--- config.mk ---
export PLATFORM = sky130hd
export DESIGN_NAME = marker_pixel_run_extractor_top
export DESIGN_NICKNAME = d
export VERILOG_FILES = /design/src/design/mpre_pkg.sv /design/src/design/marker_pixel_run_extractor_top.sv
export SDC_FILE = /design/constraint.sdc
export NUM_CORES = 1
export LEC_CHECK = 0
export BUFFER_PORTS_ARGS = -buffer_cell sky130_fd_sc_hd__clkbuf_2
export CORE_MARGIN = 2
export CORE_UTILIZATION = 40
export CTS_CLUSTER_SIZE = 16
export DETAILED_ROUTE_END_ITERATION = 7
export PLACE_DENSITY = 0.66
export SLEW_MARGIN = 20
export SYNTH_ARGS = -nofsm -noshare
export SYNTH_HDL_FRONTEND = slang
export SYNTH_SLANG_ARGS = --single-unit
--- constraint.sdc ---
create_clock -name clk -period 7.05 [get_ports clk]
set_clock_uncertainty 0.2 [all_clocks]
set_input_delay 1.41 -clock clk [delete_from_list [all_inputs] [get_ports clk]]
set_output_delay 1.41 -clock clk [all_outputs]
set_load 0.02 [all_outputs]
--- src/design/mpre_pkg.sv ---
// Package for the marker pixel run extractor: constants, pixel class type, classifier.
`default_nettype none

package mpre_pkg;

    localparam int BIT_W          = 5;
    localparam int MASK_W         = 25;
    localparam int GRAY_STEP      = 10;
    localparam int GRAY_FIRST_BIT = 1;
    localparam int GRAY_LAST_BIT  = 24;
    localparam int FIFO_DEPTH     = 4;
    localparam int FIFO_PTR_W     = 2;
    localparam int FIFO_CNT_W     = 3;

    localparam logic [7:0] SAMPLE_MAX  = 8'd255;
    localparam logic [7:0] SAMPLE_ZERO = 8'd0;

    localparam logic [BIT_W-1:0] RED_SYNC_BIT   = 5'd1;
    localparam logic [BIT_W-1:0] GREEN_SYNC_BIT = 5'd2;

    typedef struct packed {
        logic             hit;
        logic [BIT_W-1:0] frame_bit;
        logic             sync;
    } pixel_class_t;

    function automatic pixel_class_t classify(
        input logic [7:0] r,
        input logic [7:0] g,
        input logic [7:0] b
    );
        pixel_class_t c;
        c = '0;
        if (r == g && g == b)
        begin
            for (int k = GRAY_FIRST_BIT; k <= GRAY_LAST_BIT; k++)
            begin
                if (r == 8'(k * GRAY_STEP))
                begin
                    c.hit       = 1'b1;
                    c.frame_bit = BIT_W'(k);
                end
            end
        end
        else if (r == SAMPLE_MAX && g == SAMPLE_ZERO && b == SAMPLE_ZERO)
        begin
            c.hit       = 1'b1;
            c.frame_bit = RED_SYNC_BIT;
            c.sync      = 1'b1;
        end
        else if (r == SAMPLE_ZERO && g == SAMPLE_MAX && b == SAMPLE_ZERO)
        begin
            c.hit       = 1'b1;
            c.frame_bit = GREEN_SYNC_BIT;
            c.sync      = 1'b1;
        end
        return c;
    endfunction

endpackage

`default_nettype wire

--- src/design/marker_pixel_run_extractor_top.sv ---
// Top level of the marker pixel run extractor: pixel register, run merge logic, result queue.
`default_nettype none

// Channel  | Dir | Handshake                  | Payload
// s_axis   | in  | s_axis_tvalid/s_axis_tready | tdata: pixel_x, pixel_y, red, green, blue;
//          |     |                            | tlast: end_of_image
// m_axis   | out | m_axis_tvalid/m_axis_tready | tdata: run_x, run_y, run_width, frame_bit,
//          |     |                            | bits_seen; tuser: is_sync; tlast: final_run
//
// One pixel item per cycle while the queue has room; the run merge works on the registered pixel.
// Results leave through a four-entry queue, one item per cycle while m_axis_tready is high.
// A pixel that starts a new run while another run is pending and ends the image gives two results.
// Merge waits while fewer than two queue entries are free; input then stalls.
// rst_n clears the pending run, the seen mask and the queue at once.

module marker_pixel_run_extractor_top
    import mpre_pkg::*;
#(
    parameter int COORD_BITS = 12
)
(
    input  wire logic                                    clk,
    input  wire logic                                    rst_n,
    input  wire logic                                    s_axis_tvalid,
    output logic                                         s_axis_tready,
    // pixel_x, pixel_y, red, green, blue (lowest first), zero padded to bytes
    input  wire logic [((2*COORD_BITS+24+7)/8)*8-1:0]    s_axis_tdata,
    input  wire logic                                    s_axis_tlast,
    output logic                                         m_axis_tvalid,
    input  wire logic                                    m_axis_tready,
    // run_x, run_y, run_width, frame_bit, bits_seen (lowest first), zero padded
    output logic [((3*COORD_BITS+31+7)/8)*8-1:0]         m_axis_tdata,
    // is_sync
    output logic                                         m_axis_tuser,
    output logic                                         m_axis_tlast
);

    localparam int C       = COORD_BITS;
    localparam int LEN_W   = COORD_BITS + 1;
    localparam int END_W   = COORD_BITS + 2;
    localparam int OUT_RAW = 3 * COORD_BITS + 1 + BIT_W + MASK_W;
    localparam int OUT_W   = ((OUT_RAW + 7) / 8) * 8;
    localparam int ENTRY_W = OUT_RAW + 2;

    logic               pix_valid_reg;
    logic [C-1:0]       pix_x_reg;
    logic [C-1:0]       pix_y_reg;
    logic [7:0]         pix_r_reg;
    logic [7:0]         pix_g_reg;
    logic [7:0]         pix_b_reg;
    logic               pix_eoi_reg;

    logic               run_pending_reg, run_pending_next;
    logic [C-1:0]       run_start_x_reg, run_start_x_next;
    logic [C-1:0]       run_row_reg, run_row_next;
    logic [LEN_W-1:0]   run_length_reg, run_length_next;
    logic [BIT_W-1:0]   run_frame_bit_reg, run_frame_bit_next;
    logic               run_sync_reg, run_sync_next;
    logic [MASK_W-1:0]  seen_mask_reg, seen_mask_next;

    logic [ENTRY_W-1:0]    fifo_reg [FIFO_DEPTH];
    logic [FIFO_PTR_W-1:0] wr_ptr_reg, wr_ptr_next;
    logic [FIFO_PTR_W-1:0] rd_ptr_reg, rd_ptr_next;
    logic [FIFO_CNT_W-1:0] fifo_count_reg, fifo_count_next;

    pixel_class_t       pix_class;
    logic               proc_fire;
    logic               pop;
    logic               same_row;
    logic [END_W-1:0]   run_end;
    logic               in_run;
    logic               adjoin;
    logic               start_new;
    logic               grow;
    logic               emit_old;
    logic               flush;
    logic [FIFO_PTR_W-1:0] flush_ptr;
    logic [FIFO_CNT_W-1:0] push_count;

    logic               upd_pending;
    logic [C-1:0]       upd_start_x;
    logic [C-1:0]       upd_row;
    logic [LEN_W-1:0]   upd_length;
    logic [BIT_W-1:0]   upd_frame_bit;
    logic               upd_sync;
    logic [MASK_W-1:0]  upd_mask;

    logic [ENTRY_W-1:0] old_entry;
    logic [ENTRY_W-1:0] flush_entry;
    logic [ENTRY_W-1:0] head_entry;

    assign proc_fire     = pix_valid_reg && (fifo_count_reg <= FIFO_CNT_W'(FIFO_DEPTH - 2));
    assign s_axis_tready = !pix_valid_reg || proc_fire;
    assign pop           = m_axis_tvalid && m_axis_tready;

    assign pix_class = classify(pix_r_reg, pix_g_reg, pix_b_reg);
    assign same_row  = run_pending_reg && (run_row_reg == pix_y_reg);
    assign run_end   = END_W'(run_start_x_reg) + END_W'(run_length_reg);
    assign in_run    = same_row && (pix_x_reg >= run_start_x_reg)
                       && (END_W'(pix_x_reg) < run_end);
    assign adjoin    = same_row && !in_run && (END_W'(pix_x_reg) == run_end)
                       && (run_frame_bit_reg == pix_class.frame_bit)
                       && (run_sync_reg == pix_class.sync);
    assign start_new = pix_class.hit && !in_run && !adjoin;
    assign grow      = pix_class.hit && adjoin;
    assign emit_old  = proc_fire && start_new && run_pending_reg;
    assign flush     = proc_fire && pix_eoi_reg && upd_pending;

    always_comb
    begin
        upd_pending   = run_pending_reg;
        upd_start_x   = run_start_x_reg;
        upd_row       = run_row_reg;
        upd_length    = run_length_reg;
        upd_frame_bit = run_frame_bit_reg;
        upd_sync      = run_sync_reg;
        upd_mask      = seen_mask_reg;
        if (start_new)
        begin
            upd_pending   = 1'b1;
            upd_start_x   = pix_x_reg;
            upd_row       = pix_y_reg;
            upd_length    = LEN_W'(1);
            upd_frame_bit = pix_class.frame_bit;
            upd_sync      = pix_class.sync;
            upd_mask      = seen_mask_reg | (MASK_W'(1) << pix_class.frame_bit);
        end
        else if (grow)
        begin
            upd_length = run_length_reg + LEN_W'(1);
        end
    end

    always_comb
    begin
        run_pending_next   = run_pending_reg;
        run_start_x_next   = run_start_x_reg;
        run_row_next       = run_row_reg;
        run_length_next    = run_length_reg;
        run_frame_bit_next = run_frame_bit_reg;
        run_sync_next      = run_sync_reg;
        seen_mask_next     = seen_mask_reg;
        if (proc_fire)
        begin
            if (pix_eoi_reg)
            begin
                run_pending_next   = 1'b0;
                run_start_x_next   = '0;
                run_row_next       = '0;
                run_length_next    = '0;
                run_frame_bit_next = '0;
                run_sync_next      = 1'b0;
                seen_mask_next     = '0;
            end
            else
            begin
                run_pending_next   = upd_pending;
                run_start_x_next   = upd_start_x;
                run_row_next       = upd_row;
                run_length_next    = upd_length;
                run_frame_bit_next = upd_frame_bit;
                run_sync_next      = upd_sync;
                seen_mask_next     = upd_mask;
            end
        end
    end

    assign old_entry   = {1'b0, run_sync_reg, upd_mask, run_frame_bit_reg, run_length_reg,
                          run_row_reg, run_start_x_reg};
    assign flush_entry = {1'b1, upd_sync, upd_mask, upd_frame_bit, upd_length,
                          upd_row, upd_start_x};

    assign flush_ptr       = wr_ptr_reg + FIFO_PTR_W'(emit_old);
    assign push_count      = FIFO_CNT_W'(emit_old) + FIFO_CNT_W'(flush);
    assign wr_ptr_next     = wr_ptr_reg + FIFO_PTR_W'(push_count);
    assign rd_ptr_next     = rd_ptr_reg + FIFO_PTR_W'(pop);
    assign fifo_count_next = fifo_count_reg + push_count - FIFO_CNT_W'(pop);

    assign head_entry    = fifo_reg[rd_ptr_reg];
    assign m_axis_tvalid = (fifo_count_reg != '0);
    assign m_axis_tdata  = OUT_W'(head_entry[OUT_RAW-1:0]);
    assign m_axis_tuser  = head_entry[OUT_RAW];
    assign m_axis_tlast  = head_entry[OUT_RAW+1];

    always_ff @(posedge clk or negedge rst_n)
    begin
        if (!rst_n)
        begin
            pix_valid_reg     <= 1'b0;
            run_pending_reg   <= 1'b0;
            run_start_x_reg   <= '0;
            run_row_reg       <= '0;
            run_length_reg    <= '0;
            run_frame_bit_reg <= '0;
            run_sync_reg      <= 1'b0;
            seen_mask_reg     <= '0;
            wr_ptr_reg        <= '0;
            rd_ptr_reg        <= '0;
            fifo_count_reg    <= '0;
        end
        else
        begin
            if (s_axis_tready)
            begin
                pix_valid_reg <= s_axis_tvalid;
            end
            run_pending_reg   <= run_pending_next;
            run_start_x_reg   <= run_start_x_next;
            run_row_reg       <= run_row_next;
            run_length_reg    <= run_length_next;
            run_frame_bit_reg <= run_frame_bit_next;
            run_sync_reg      <= run_sync_next;
            seen_mask_reg     <= seen_mask_next;
            wr_ptr_reg        <= wr_ptr_next;
            rd_ptr_reg        <= rd_ptr_next;
            fifo_count_reg    <= fifo_count_next;
        end
    end

    always_ff @(posedge clk)
    begin
        if (s_axis_tvalid && s_axis_tready)
        begin
            pix_x_reg   <= s_axis_tdata[C-1:0];
            pix_y_reg   <= s_axis_tdata[2*C-1:C];
            pix_r_reg   <= s_axis_tdata[2*C+7:2*C];
            pix_g_reg   <= s_axis_tdata[2*C+15:2*C+8];
            pix_b_reg   <= s_axis_tdata[2*C+23:2*C+16];
            pix_eoi_reg <= s_axis_tlast;
        end
    end

    always_ff @(posedge clk)
    begin
        if (emit_old)
        begin
            fifo_reg[wr_ptr_reg] <= old_entry;
        end
        if (flush)
        begin
            fifo_reg[flush_ptr] <= flush_entry;
        end
    end

    a_fifo_bound: assert property (@(posedge clk) disable iff (!rst_n)
        fifo_count_reg <= FIFO_CNT_W'(FIFO_DEPTH))
        else $error("result queue overflow");

    a_eoi_clears: assert property (@(posedge clk) disable iff (!rst_n)
        proc_fire && pix_eoi_reg |=> !run_pending_reg && (seen_mask_reg == '0))
        else $error("state not cleared after end of image");

    a_pending_len: assert property (@(posedge clk) disable iff (!rst_n)
        run_pending_reg |-> (run_length_reg != '0) && (run_frame_bit_reg != '0))
        else $error("pending run with empty length or bit");

    a_mask_low: assert property (@(posedge clk) disable iff (!rst_n)
        !seen_mask_reg[0])
        else $error("seen mask bit zero set");

    a_two_results: assert property (@(posedge clk) disable iff (!rst_n)
        emit_old && flush |-> pix_eoi_reg && start_new)
        else $error("double result without new run at end of image");

endmodule

`default_nettype wire
After elaboration in Yosys (flattened, before gate mapping)

Memory sizes are Yosys's and may differ from the RTL's.
Index checks and enable logic that the tools add are counted.

Add/sub/neg operators: 8
$lt $le $gt $ge: 3
Eq/ne operators: 32
Shifts and indexed selects: 1
Mux-type cells: 47
Bitwise gates (word level): 1
Reductions and logical operators: 30

Operator list:

| kind                                                                   | number |
|---|---|
| 6-bit 2-to-1 mux                                                       | 25 |
| 8-bit equality test (second input constant)                            | 14 |
| 25-bit 2-to-1 mux                                                      | 2 |
| 8-bit by 7-bit equality test with 1-bit output (second input constant) | 6 |
| 12-bit 2-to-1 mux                                                      | 4 |
| 13-bit 2-to-1 mux                                                      | 3 |
| 25-bit OR                                                              | 1 |
| 1-bit by 5-bit << shifter with 25-bit output (first input constant)    | 1 |
| 8-bit by 6-bit equality test with 1-bit output (second input constant) | 3 |
| 8-bit logical NOT                                                      | 3 |
| 1-bit logical AND                                                      | 22 |
| 8-bit by 5-bit equality test with 1-bit output (second input constant) | 2 |
| 8-bit equality test                                                    | 2 |
| 12-bit by 13-bit adder with 14-bit output                              | 1 |
| 12-bit by 14-bit equality test with 1-bit output                       | 1 |
| 12-bit by 14-bit less-than comparator with 1-bit output                | 1 |
| 7-bit 2-to-1 mux                                                       | 2 |
| 13-bit by 1-bit adder with 13-bit output (second input constant)       | 1 |
| 12-bit equality test                                                   | 1 |
| 12-bit >= comparator                                                   | 1 |
| 5-bit 2-to-1 mux                                                       | 2 |
| 1-bit 2-to-1 mux                                                       | 9 |
| 8-bit by 4-bit equality test with 1-bit output (second input constant) | 1 |
| 5-bit equality test                                                    | 1 |
| other kinds (10)                                                       | 13 |

Register bits after elaboration: 126
Memory bits (writable): 276
Input bits: 53
Output and inout port bits: 76
Memories: 1

Memory list:

| memory   | words | bits a word | rd ports | clocked after Yosys merged registers in | wr ports | RTL line                             | source |
|---|---|---|---|---|---|---|---|
| fifo_reg | 4     | 69          | 1        | 0                                       | 2        | marker_pixel_run_extractor_top.sv:61 | `logic [ENTRY_W-1:0] fifo_reg [FIFO_DEPTH];` |

Longest topological paths before layout

Gate-level depths: netlist (run 1).

Word-level depth: 36
Depth in mapped cells: 29
Mapped depth without buffers: 27

Worst setup path before layout (run 1)

OpenSTA, ideal clock, no wires.

Path type: register to register
From: register run_start_x_reg[1]
To: memory fifo_reg[0][0] in the netlist's numbering (enable)
Arrival time: 6306 ps
Data required time: 6422 ps
Slack: 116 ps
Cell stages (with the launch flop): 23
Buffers on the path: 2
Period minus slack after synthesis: 6934 ps
Path through: dfrtp_1 > ha_1 > a21oi_1 > o211ai_1 > nor4_1 > o31ai_1 > a21oi_1 > xor2_1 > ha_1 > nand2_1 > nor2_1 > o2111ai_1 > a2111oi_0 > o2111a_1 > a21oi_1 > buf_2 > and3_1 > ha_1 > xor2_1 > nor3_1 > o21ai_1 > clkbuf_1 > nand2_1

RTL lines:

| item                   | RTL line                              | source |
|---|---|---|
| from (decl)            | marker_pixel_run_extractor_top.sv:54  | `logic [C-1:0] run_start_x_reg, run_start_x_next;` |
| from (signal assigned) | marker_pixel_run_extractor_top.sv:208 | `run_start_x_reg <= run_start_x_next;` |
| to (decl)              | marker_pixel_run_extractor_top.sv:61  |  |

==> reports/results.ini, run 1 <==
[outcome]
run_status=finished, final reports clean

[clocking]
hold_bufs_inserted_after_cts=0
tritoncts_sinks=402
cts_post_setup_buffers_inserted=0
cts-root-buf=clkbuf_16
clock_insertion_delay_at_the_later_pin_of_the_skew_report_ns=0.59
htreeDepth=2
worst_setup_hold_path_clk_slew_ns=0.06
tritoncts.num_buffers=43
tritoncts=yes
clockBufferDepth=3
number_of_resized_instances_in_the_post_cts_repair_step=0

[yosys]
ys_seq_elements=402
yosys.area_share.xor_xnor_pct=1.98
synth.cell_area_sq_mm=0.0203
synth_fa_ha_area_share_pct=2.91
synth_compound_area_share_pct=16.0
main_combinational_cell_family_by_area_after_synthesis=compound AO/OA/AOI/OAI gates
netlist_instances=1574
multiplexer_area_fraction_after_synthesis_pct=8.17
post_synth.cell_area_avg_sq_um=12.9
synth_area_leaders=edfxtp_1, dfrtp_1, mux4_2, o2bb2ai_1, ha_1
synth_async_sr_flop_share_pct=19.2
ys_warn_count=0
simple_gate_portion_of_the_synthesized_area_pct=10.2
synth_enable_flop_cells=321
netlist.area_leader.share_pct=47.5
post-synth-top-area-cell=edfxtp_1
synthDistinctLibCells=90
yosysSeqAreaShare_pct=57.4
yosys.cell_count.top_type=edfxtp_1
yosys_most_used_dff=edfxtp_1
yosys-top-cells-count=edfxtp_1, o2bb2ai_1, nand2_1

[worst_setup_path]
critPathSlowestCell=dfrtp_1
critPathLaunchType=flop
critical_path_depth=22
worst-path-max-fanout=27
reg_to_reg_endpoint=fifo_reg[3][38]
timing.critical_path.cells=ha_1 > fa_1 > nand2_1 > a21oi_1 > o41ai_1 > nand2_1 > xnor2_1 > ha_1 > nand4_1 > nor2_1 > o2111ai_1 > a2111oi_0 > o2111a_1 > a21oi_1 > and3_1 > ha_1 > xor2_1 > nand4_1 > and3_1 > mux2i_2 > buf_4 > o22ai_1
cpMostUsedCell=ha_1
setup.worst_path.class=flop to flop
r2r_cells=22
timing.critical_path.to=fifo_reg[3][38]
critPathMaxStageDelay_ns=0.54
kind_of_end_point_of_the_critical_path=flop
r2r_setup_slack_ns=0.52
timing.critical_path.max_delay_family=compound AO/OA/AOI/OAI gates
cp-startpoint=run_length_reg[0]
r2r-start=run_length_reg[0]
critical_path_arrival_ns=6.64
cp_data_required_time_ns=7.16
critical_path_buf_inv_count=1

[finish]
final_cell_area_sq_mm=0.0230
largest_reg_flops=276
syn_to_final_growth_pct=13.5
antennaDiodeCount=0
fraction_of_final_layout_cells_with_drive_strength_greater_than_1_pct=19.9
final.fill_count=4417
fin_cells=2364
final_net_count=1758

[global_route]
initial_antenna_violation_count=0
grt_max_degree=70
globalRouteTotalUtil_pct=21.1
first_global_vias=14600
gr-total-overflow=0
grt_pass1_wl_um=86000

[placed_design]
dp_hpwl_um=35200
place.gp.congestion=0.857
io_buffers=123
numPlacedInstances=2286
dpl_cell_area_sq_mm=0.0216

[die]
floorplan.die_area_sq_mm=0.0526
start_util_pct=40.5
area_of_the_core_sq_mm=0.0502
fp.dieW_um=229
core.rowCount=82
fp.dieH_um=229
io_pins=129

[drt]
drt_first_pass_iters=5
drt_iter0_drc=1678
via_count=14300
route.detailed.wl_per_inst_um=23.5
antenna_violating_nets_post_route=0
wl_um=55500
detail_route.vias_per_cell=6.07
drc=0

[sta]
totalNegativeSetupSlack_ns=0
holdWs_ns=0.277
rsz0062_at_grt=no
timing.final.max_slew_violations=0
max_slew.worst_pin.slew_ns=1.14
timing.slew.headroom_pct=23.6
timing.final.setup_violations=0
final.period_utilization_pct=92.6
post-route-min-period_ns=6.53
achievable-frequency_ghz=0.153
hold_violations=0

[power]
total_leakage_power_nw=8.04
ir_drop_mv=0.195
total_power_divided_by_cell_area_mw_per_mm2=298

[run]
max_cap_violations=0

[hold_path]
worstHoldPathType=flop to flop

==> per-layer routing <==
metal / vias to the layer above / GRT usage [%] / share of wire [%]
met3: 101 / 4.02 / 7.1
met4: 0 / 5.78 / 2.3
met5: - / 0 / 0
met2: 578 / 34.7 / 48
met1: 7305 / 28.7 / 42
li1: 6359 / - / -
==> power breakdown <==
part           switching, mW  internal, mW  total (mW)
Combinational           1.03         0.669        1.69
Sequential             0.255          2.65        2.91
Clock                  0.946          1.31        2.26
==> cells by family after synthesis <==
kind of cell / Yosys count
buffers and inverters: 159
adders and majority gates: 46
muxes: 77
and+or+nand+nor: 389
other: 1
AOI/OAI and AO/OA: 454
xor gates and xnor gates: 46
DFF: 402
==> area by class of cell <==
type,count,area [sq um],area share [%]
timing repair buffer,163,972,4.22
inverter,32,120,0.521
tap,672,841,3.65
multi-input combinational,1017,8070,35.0
sequential,402,11700,50.6
clock buffer,64,1210,5.27
clock inverter,14,181,0.787
==> cell usage in the layout (no fill, tap or decap), types with 36 or more instances in the layout <==
master	instances
edfxtp_1	321
o2bb2ai_1	129
clkbuf_2	122
nand2_1	119
a21oi_1	90
dfrtp_1	75
mux4_2	69
nor2_1	64
o21ai_0	51
ha_1	44
clkbuf_16	43
buf_4	36
==> per-stage QoR <==
stage	utilization, %	power, mW	worst slack, ns
2_1_floorplan	-	4.04	0.116
3_3_place_gp	43.1	4.64	0.827
3_5_place_dp	43.1	4.66	0.733
4_1_cts	45.9	6.93	0.637
5_1_grt	45.9	7.14	0.0566
6_report	45.9	6.86	0.518
==> worst reg2reg max path: stages (launching register included) <==
cell       delay (ns)
dfrtp_1          0.54
ha_1             0.31
fa_1             0.42
nand2_1          0.10
a21oi_1          0.11
o41ai_1          0.40
nand2_1          0.12
xnor2_1          0.14
ha_1             0.29
nand4_1          0.08
nor2_1           0.19
o2111ai_1        0.20
a2111oi_0        0.50
o2111a_1         0.42
a21oi_1          0.13
and3_1           0.22
ha_1             0.23
xor2_1           0.29
nand4_1          0.34
and3_1           0.33
mux2i_2          0.16
buf_4            0.39
o22ai_1          0.15
==> worst min-delay path by stage <==
stage	depth (start not counted)	slack [ns]	startpoint	to
after floorplan	1	0.23	fifo_reg[3][68]	fifo_reg[3][68]
after global placement	1	0.24	fifo_reg[1][68]	fifo_reg[1][68]
after detailed placement	1	0.26	rd_ptr_reg[1]	rd_ptr_reg[1]
after CTS	1	0.27	rd_ptr_reg[1]	rd_ptr_reg[1]
after global routing	1	0.29	fifo_reg[1][68]	fifo_reg[1][68]
final	1	0.28	rd_ptr_reg[1]	rd_ptr_reg[1]
Note: power is estimated with default switching activity, not from simulation.
==> run 2: changes to the inputs <==
BUFFER_PORTS_ARGS = -buffer_cell sky130_fd_sc_hd__buf_4   (was -buffer_cell sky130_fd_sc_hd__clkbuf_2)
==> reports/results.ini, run 2 (same netlist as run 1, synthesis figures left out) <==
[worst_setup_path]
r2r-start=run_length_reg[1]
worst-path-max-fanout=24  ; -11%
critical_path_arrival_ns=6.83  ; +0.19 ns
reg_to_reg_endpoint=fifo_reg[1][2]
kind_of_end_point_of_the_critical_path=flop
cp_data_required_time_ns=7.29  ; +0.13 ns
r2r_setup_slack_ns=0.46  ; -0.06 ns
setup.worst_path.class=flop to flop
critPathLaunchType=flop
r2r_cells=22  ; unchanged

[die]
start_util_pct=40.5  ; unchanged
fp.dieW_um=229  ; unchanged
floorplan.die_area_sq_mm=0.0526  ; unchanged
fp.dieH_um=229  ; unchanged
io_pins=129  ; unchanged
area_of_the_core_sq_mm=0.0502  ; unchanged
core.rowCount=82  ; unchanged

[drt]
antenna_violating_nets_post_route=0  ; unchanged
route.detailed.wl_per_inst_um=23.6  ; +0.72%
drt_first_pass_iters=5  ; unchanged
drt_iter0_drc=1450  ; -14%
detail_route.vias_per_cell=6.05  ; -0.36%
wl_um=56000  ; +1.0%
drc=0  ; unchanged
via_count=14300  ; -0.070%

[finish]
syn_to_final_growth_pct=15.5
ff_latch_area_sq_mm=0.0117  ; unchanged
antennaDiodeCount=0  ; unchanged
fraction_of_final_layout_cells_with_drive_strength_greater_than_1_pct=20.2  ; +0.33 points
most-common-layout-cells=edfxtp_1, buf_4, o2bb2ai_1
fin_cells=2371  ; +0.30%
commonest_non_fill_non_tap_cell_in_the_layout=edfxtp_1
final.fill_count=4386  ; -0.70%
final_cell_area_sq_mm=0.0235  ; +1.8%
largest_reg_flops=276  ; unchanged
final_net_count=1761  ; +0.17%
area_of_combinational_cells_with_multiple_inputs_sq_mm=0.00806  ; -0.11%
fin_util_pct=46.8  ; +0.82 points

[hold_path]
worst_hold_path.num_cells=1  ; unchanged
worstHoldPathType=flop to flop
hold_path_end=fifo_reg[0][68]
holdCritStartpoint=fifo_reg[0][68]

[power]
p_total_mw=7.11  ; +3.7%
total_power_divided_by_cell_area_mw_per_mm2=303  ; +1.8%
ir_drop_mv=0.259  ; +33%
total_leakage_power_nw=8.18  ; +1.7%

[clocking]
tritoncts=yes
tritoncts_sinks=402  ; unchanged
hold_bufs_inserted_after_cts=0  ; unchanged
cts_post_setup_buffers_inserted=0  ; unchanged
clockBufferDepth=3  ; unchanged
tritoncts.num_buffers=45  ; +4.7%
number_of_resized_instances_in_the_post_cts_repair_step=0  ; unchanged
clock_insertion_delay_at_the_later_pin_of_the_skew_report_ns=0.61  ; +0.02 ns
cts-root-buf=clkbuf_16
htreeDepth=2  ; unchanged
worst_setup_hold_path_clk_slew_ns=0.07  ; about the same

[sta]
final_critical_path_setup_slack_ns=0.463  ; -0.0550 ns
holdWs_ns=0.268  ; -0.00822 ns
max_slew.worst_pin.slew_ns=1.12  ; -0.0173 ns
timing.final.setup_violations=0  ; unchanged
final.period_utilization_pct=93.4  ; +0.78 points
timing.slew.headroom_pct=24.7  ; +1.2 points
hold_violations=0  ; unchanged
post-route-min-period_ns=6.59  ; +0.0550 ns
totalNegativeSetupSlack_ns=0  ; unchanged
rsz0062_at_grt=no
timing.final.max_slew_violations=0  ; unchanged
achievable-frequency_ghz=0.152  ; -0.84%

[placed_design]
io_buffers=123  ; unchanged
place.gp.congestion=0.861  ; +0.46%
dp_hpwl_um=35400  ; +0.78%
post-place-ws_ns=0.712  ; -0.0211 ns
dpl_cell_area_sq_mm=0.0219  ; +1.4%
numPlacedInstances=2287  ; +0.044%

[outcome]
run_status=finished, final reports clean

[run]
max_cap_violations=0  ; unchanged

[global_route]
first_global_vias=14600  ; +0.38%
globalRouteTotalUtil_pct=21.4  ; +0.28 points
grt_pass1_wl_um=87400  ; +1.6%
gr-total-overflow=0  ; unchanged
initial_antenna_violation_count=1  ; +1
grt_max_degree=77  ; +10%

==> run 2: final cells by class <==
class	instances	area share, %
Sequential cell	402	49.7
Clock inverter	21	1.15
Inverter	32	0.512
Timing Repair Buffer	164	5.48
Multi-Input combinational cell	1017	34.4
Tap cell	672	3.58
Clock buffer	63	5.26
==> run 2: power breakdown <==
group	leakage (nW)	total, mW	internal, mW	switching [mW]
Clock	0.728	2.38	1.39	0.991
Combinational	3.07	1.79	0.795	0.995
Sequential	4.39	2.94	2.65	0.291
==> run 2: worst max path at each step <==
stage                       startpoint         endpoint  slack (ns)  depth (start not counted)
floorplan           run_start_x_reg[1]   fifo_reg[0][0]        0.12                         22
global placement     run_length_reg[1]   fifo_reg[1][7]        0.91                         21
detailed placement   run_length_reg[0]  fifo_reg[1][53]        0.71                         21
CTS                  run_length_reg[1]   fifo_reg[1][2]        0.65                         22
global route         run_length_reg[0]  fifo_reg[1][53]        0.01                         21
finish               run_length_reg[1]   fifo_reg[1][2]        0.46                         22
==> run 2: critical path, cell delays in order, from the launching register on <==
cell and delay [ns]:
dfrtp_1 0.59, ha_1 0.31, a21oi_1 0.20, o211ai_1 0.14, nor4_1 0.51, o31ai_1 0.16
a21oi_1 0.19, xor2_1 0.09, ha_1 0.31, nand2_1 0.06, nor2_1 0.15, o2111ai_1 0.23
a2111oi_0 0.48, o2111a_1 0.43, a21oi_1 0.13, and3_1 0.20, ha_1 0.22, xnor2_1 0.33
nand4_1 0.42, a211oi_2 0.40, buf_4 0.38, nand2_1 0.12, o21ai_0 0.11
==> run 2: metal layers <==
metal	part of all wire, %	GRT usage (%)
met1	42	29.0
met4	2.5	7.08
met2	48	34.9
met3	7.1	3.74
met5	0.023	0
==> run 3: changes to the inputs <==
==> constraint.sdc (replaced) <==
create_clock -name clk -period 7.05 [get_ports clk]
set_clock_uncertainty 0.2 [all_clocks]
set_input_delay 0.3525 -clock clk [delete_from_list [all_inputs] [get_ports clk]]
set_output_delay 0.3525 -clock clk [all_outputs]
set_load 0.02 [all_outputs]
==> reports/results.ini, run 3 (same netlist as run 1, synthesis figures left out) <==
[outcome]
run_status=finished, final reports clean

[sta]
final.period_utilization_pct=92.3  ; -1.1 points
achievable-frequency_ghz=0.154  ; +1.2%
rsz0062_at_grt=no
timing.slew.headroom_pct=26.5  ; +1.8 points
post-route-min-period_ns=6.51  ; -0.0797 ns
timing.final.max_slew_violations=0  ; unchanged
max_slew.worst_pin.slew_ns=1.09  ; -0.0245 ns
hold_violations=0  ; unchanged
timing.final.setup_violations=0  ; unchanged
totalNegativeSetupSlack_ns=0  ; unchanged
holdWs_ns=0.271  ; +0.00235 ns

[drt]
drt_first_pass_iters=6  ; +1
detail_route.vias_per_cell=5.98  ; -1.1%
drt_iter0_drc=1374  ; -5.2%
antenna_violating_nets_post_route=0  ; unchanged
route.detailed.wl_per_inst_um=23.1  ; -2.2%
wl_um=56000  ; about the same
via_count=14500  ; +1.0%
drc=0  ; unchanged

[finish]
commonest_non_fill_non_tap_cell_in_the_layout=edfxtp_1
fraction_of_final_layout_cells_with_drive_strength_greater_than_1_pct=19.4  ; -0.76 points
final.fill_count=4369  ; -0.39%
ff_latch_area_sq_mm=0.0117  ; unchanged
antennaDiodeCount=0  ; unchanged
most-common-layout-cells=edfxtp_1, buf_4, o2bb2ai_1
final_net_count=1813  ; +3.0%
largest_reg_flops=276  ; unchanged
area_of_combinational_cells_with_multiple_inputs_sq_mm=0.00806  ; about the same
syn_to_final_growth_pct=17.7

[worst_setup_path]
critPathSlowestCell=dfrtp_1
worst-path-max-fanout=22  ; -8.3%
critical_path_arrival_ns=6.52  ; -0.31 ns
setup.worst_path.class=flop to flop
critPathMaxStageDelay_ns=0.52  ; -0.07 ns
critical_path_buf_inv_count=2  ; +1
cp_data_required_time_ns=7.07  ; -0.22 ns
r2r_setup_slack_ns=0.54  ; +0.08 ns
timing.critical_path.max_delay_family=compound AO/OA/AOI/OAI gates
critPathLaunchType=flop
timing.critical_path.cells=ha_1 > fa_1 > nand2_1 > a21oi_1 > o41ai_1 > nand2_1 > xnor2_1 > ha_1 > nand4_1 > nor2_1 > o2111ai_1 > a2111oi_0 > o2111a_1 > a21oi_1 > and3_1 > ha_1 > xor2_1 > nand2_1 > a211oi_4 > a211oi_2 > inv_2 > buf_4
kind_of_end_point_of_the_critical_path=flop

[global_route]
grt_max_degree=77  ; unchanged
first_global_vias=14700  ; +0.31%
initial_antenna_violation_count=1  ; unchanged
globalRouteTotalUtil_pct=21.3  ; -0.12 points
grt_pass1_wl_um=86700  ; -0.80%
gr-total-overflow=0  ; unchanged

[clocking]
tritoncts_sinks=402  ; unchanged
hold_bufs_inserted_after_cts=53  ; +53
htreeDepth=2  ; unchanged
clock_insertion_delay_at_the_later_pin_of_the_skew_report_ns=0.57  ; -0.04 ns
worst_setup_hold_path_clk_slew_ns=0.06  ; about the same
tritoncts.num_buffers=44  ; -2.2%
clockBufferDepth=3  ; unchanged
cts-root-buf=clkbuf_16
tritoncts=yes
cts_post_setup_buffers_inserted=0  ; unchanged
number_of_resized_instances_in_the_post_cts_repair_step=0  ; unchanged

[placed_design]
io_buffers=123  ; unchanged
place.gp.congestion=0.870  ; +1.1%
dp_hpwl_um=34800  ; -1.8%

[power]
total_power_divided_by_cell_area_mw_per_mm2=294  ; -3.1%
p_total_mw=7.02  ; -1.3%
total_leakage_power_nw=8.35  ; +2.1%
ir_drop_mv=0.236  ; -9.2%

[die]
fp.dieH_um=229  ; unchanged
area_of_the_core_sq_mm=0.0502  ; unchanged
core.rowCount=82  ; unchanged
fp.dieW_um=229  ; unchanged
start_util_pct=40.5  ; unchanged
floorplan.die_area_sq_mm=0.0526  ; unchanged
io_pins=129  ; unchanged

[hold_path]
worstHoldPathType=flop to flop

[run]
max_cap_violations=0  ; unchanged

[run 3: changes by cell type in the layout (fill, tap and decap cells not counted), sizes merged]
| cell | delta |
|---|---|
| bufinv | -2 |
| clkbuf | +1 |
| clkinv | -3 |
| clkinvlp | +3 |
| dlygate4sd3 | +53 |
| inv | -1 |
[run 3: report_power, final]
part	leakage [nW]	internal (mW)	total, mW	switching, mW
Combinational	3.29	0.815	1.87	1.06
Sequential	4.39	2.65	2.88	0.229
Clock	0.675	1.31	2.26	0.953
[run 3: stage by stage]
stage / util [%] / setup slack (ns) / std cells / instance area (sq um)
after floorplan: - / 0.116 / 1578 / 20300
after global placement: 43.8 / 0.935 / 2287 / 22000
after detailed placement: 43.8 / 0.722 / 2287 / 22000
after CTS: 47.6 / 0.681 / 2422 / 23900
after global routing: 47.6 / 0.171 / 2422 / 23900
final: 47.6 / 0.543 / 2422 / 23900
[run 3: area by class of cell]
| type | instances | share of cell area (%) |
|---|---|---|
| well taps | 672 | 3.52 |
| flip-flops and latches | 402 | 48.8 |
| clock buffers | 64 | 5.22 |
| multi-input cells | 1017 | 33.7 |
| repair buffers | 217 | 7.61 |
| inverters | 32 | 0.503 |
| clock inverters | 18 | 0.655 |
[run 3: per-layer routing]
| layer | vias to the layer above | share of wire, % | global-route usage [%] |
|---|---|---|---|
| met5 | - | 0.023 | 0 |
| met4 | 2 | 2.8 | 7.06 |
| met3 | 121 | 7.3 | 4.00 |
| met2 | 642 | 47 | 34.2 |
| met1 | 7233 | 43 | 29.1 |
| li1 | 6485 | - | - |
[run 3: final timing paths]
check,from,to,cells past startpoint
min,fifo_reg[1][68],fifo_reg[1][68],1
max,run_length_reg[0],fifo_reg[2][32],22
max reg2reg,run_length_reg[0],fifo_reg[2][32],22
min in group asynchronous,rst_n,run_length_reg[9],3
max in group asynchronous,rst_n,rd_ptr_reg[0],3
min reg2reg,fifo_reg[1][68],fifo_reg[1][68],1
[run 3: worst reg2reg max path, cell delays in order, from the launching register on]
cell and delay [ns]:
dfrtp_1 0.52, ha_1 0.28, fa_1 0.40, nand2_1 0.10, a21oi_1 0.11, o41ai_1 0.43
nand2_1 0.15, xnor2_1 0.15, ha_1 0.30, nand4_1 0.09, nor2_1 0.15, o2111ai_1 0.21
a2111oi_0 0.50, o2111a_1 0.44, a21oi_1 0.13, and3_1 0.21, ha_1 0.22, xor2_1 0.31
nand2_1 0.35, a211oi_4 0.34, a211oi_2 0.09, inv_2 0.11, buf_4 0.36
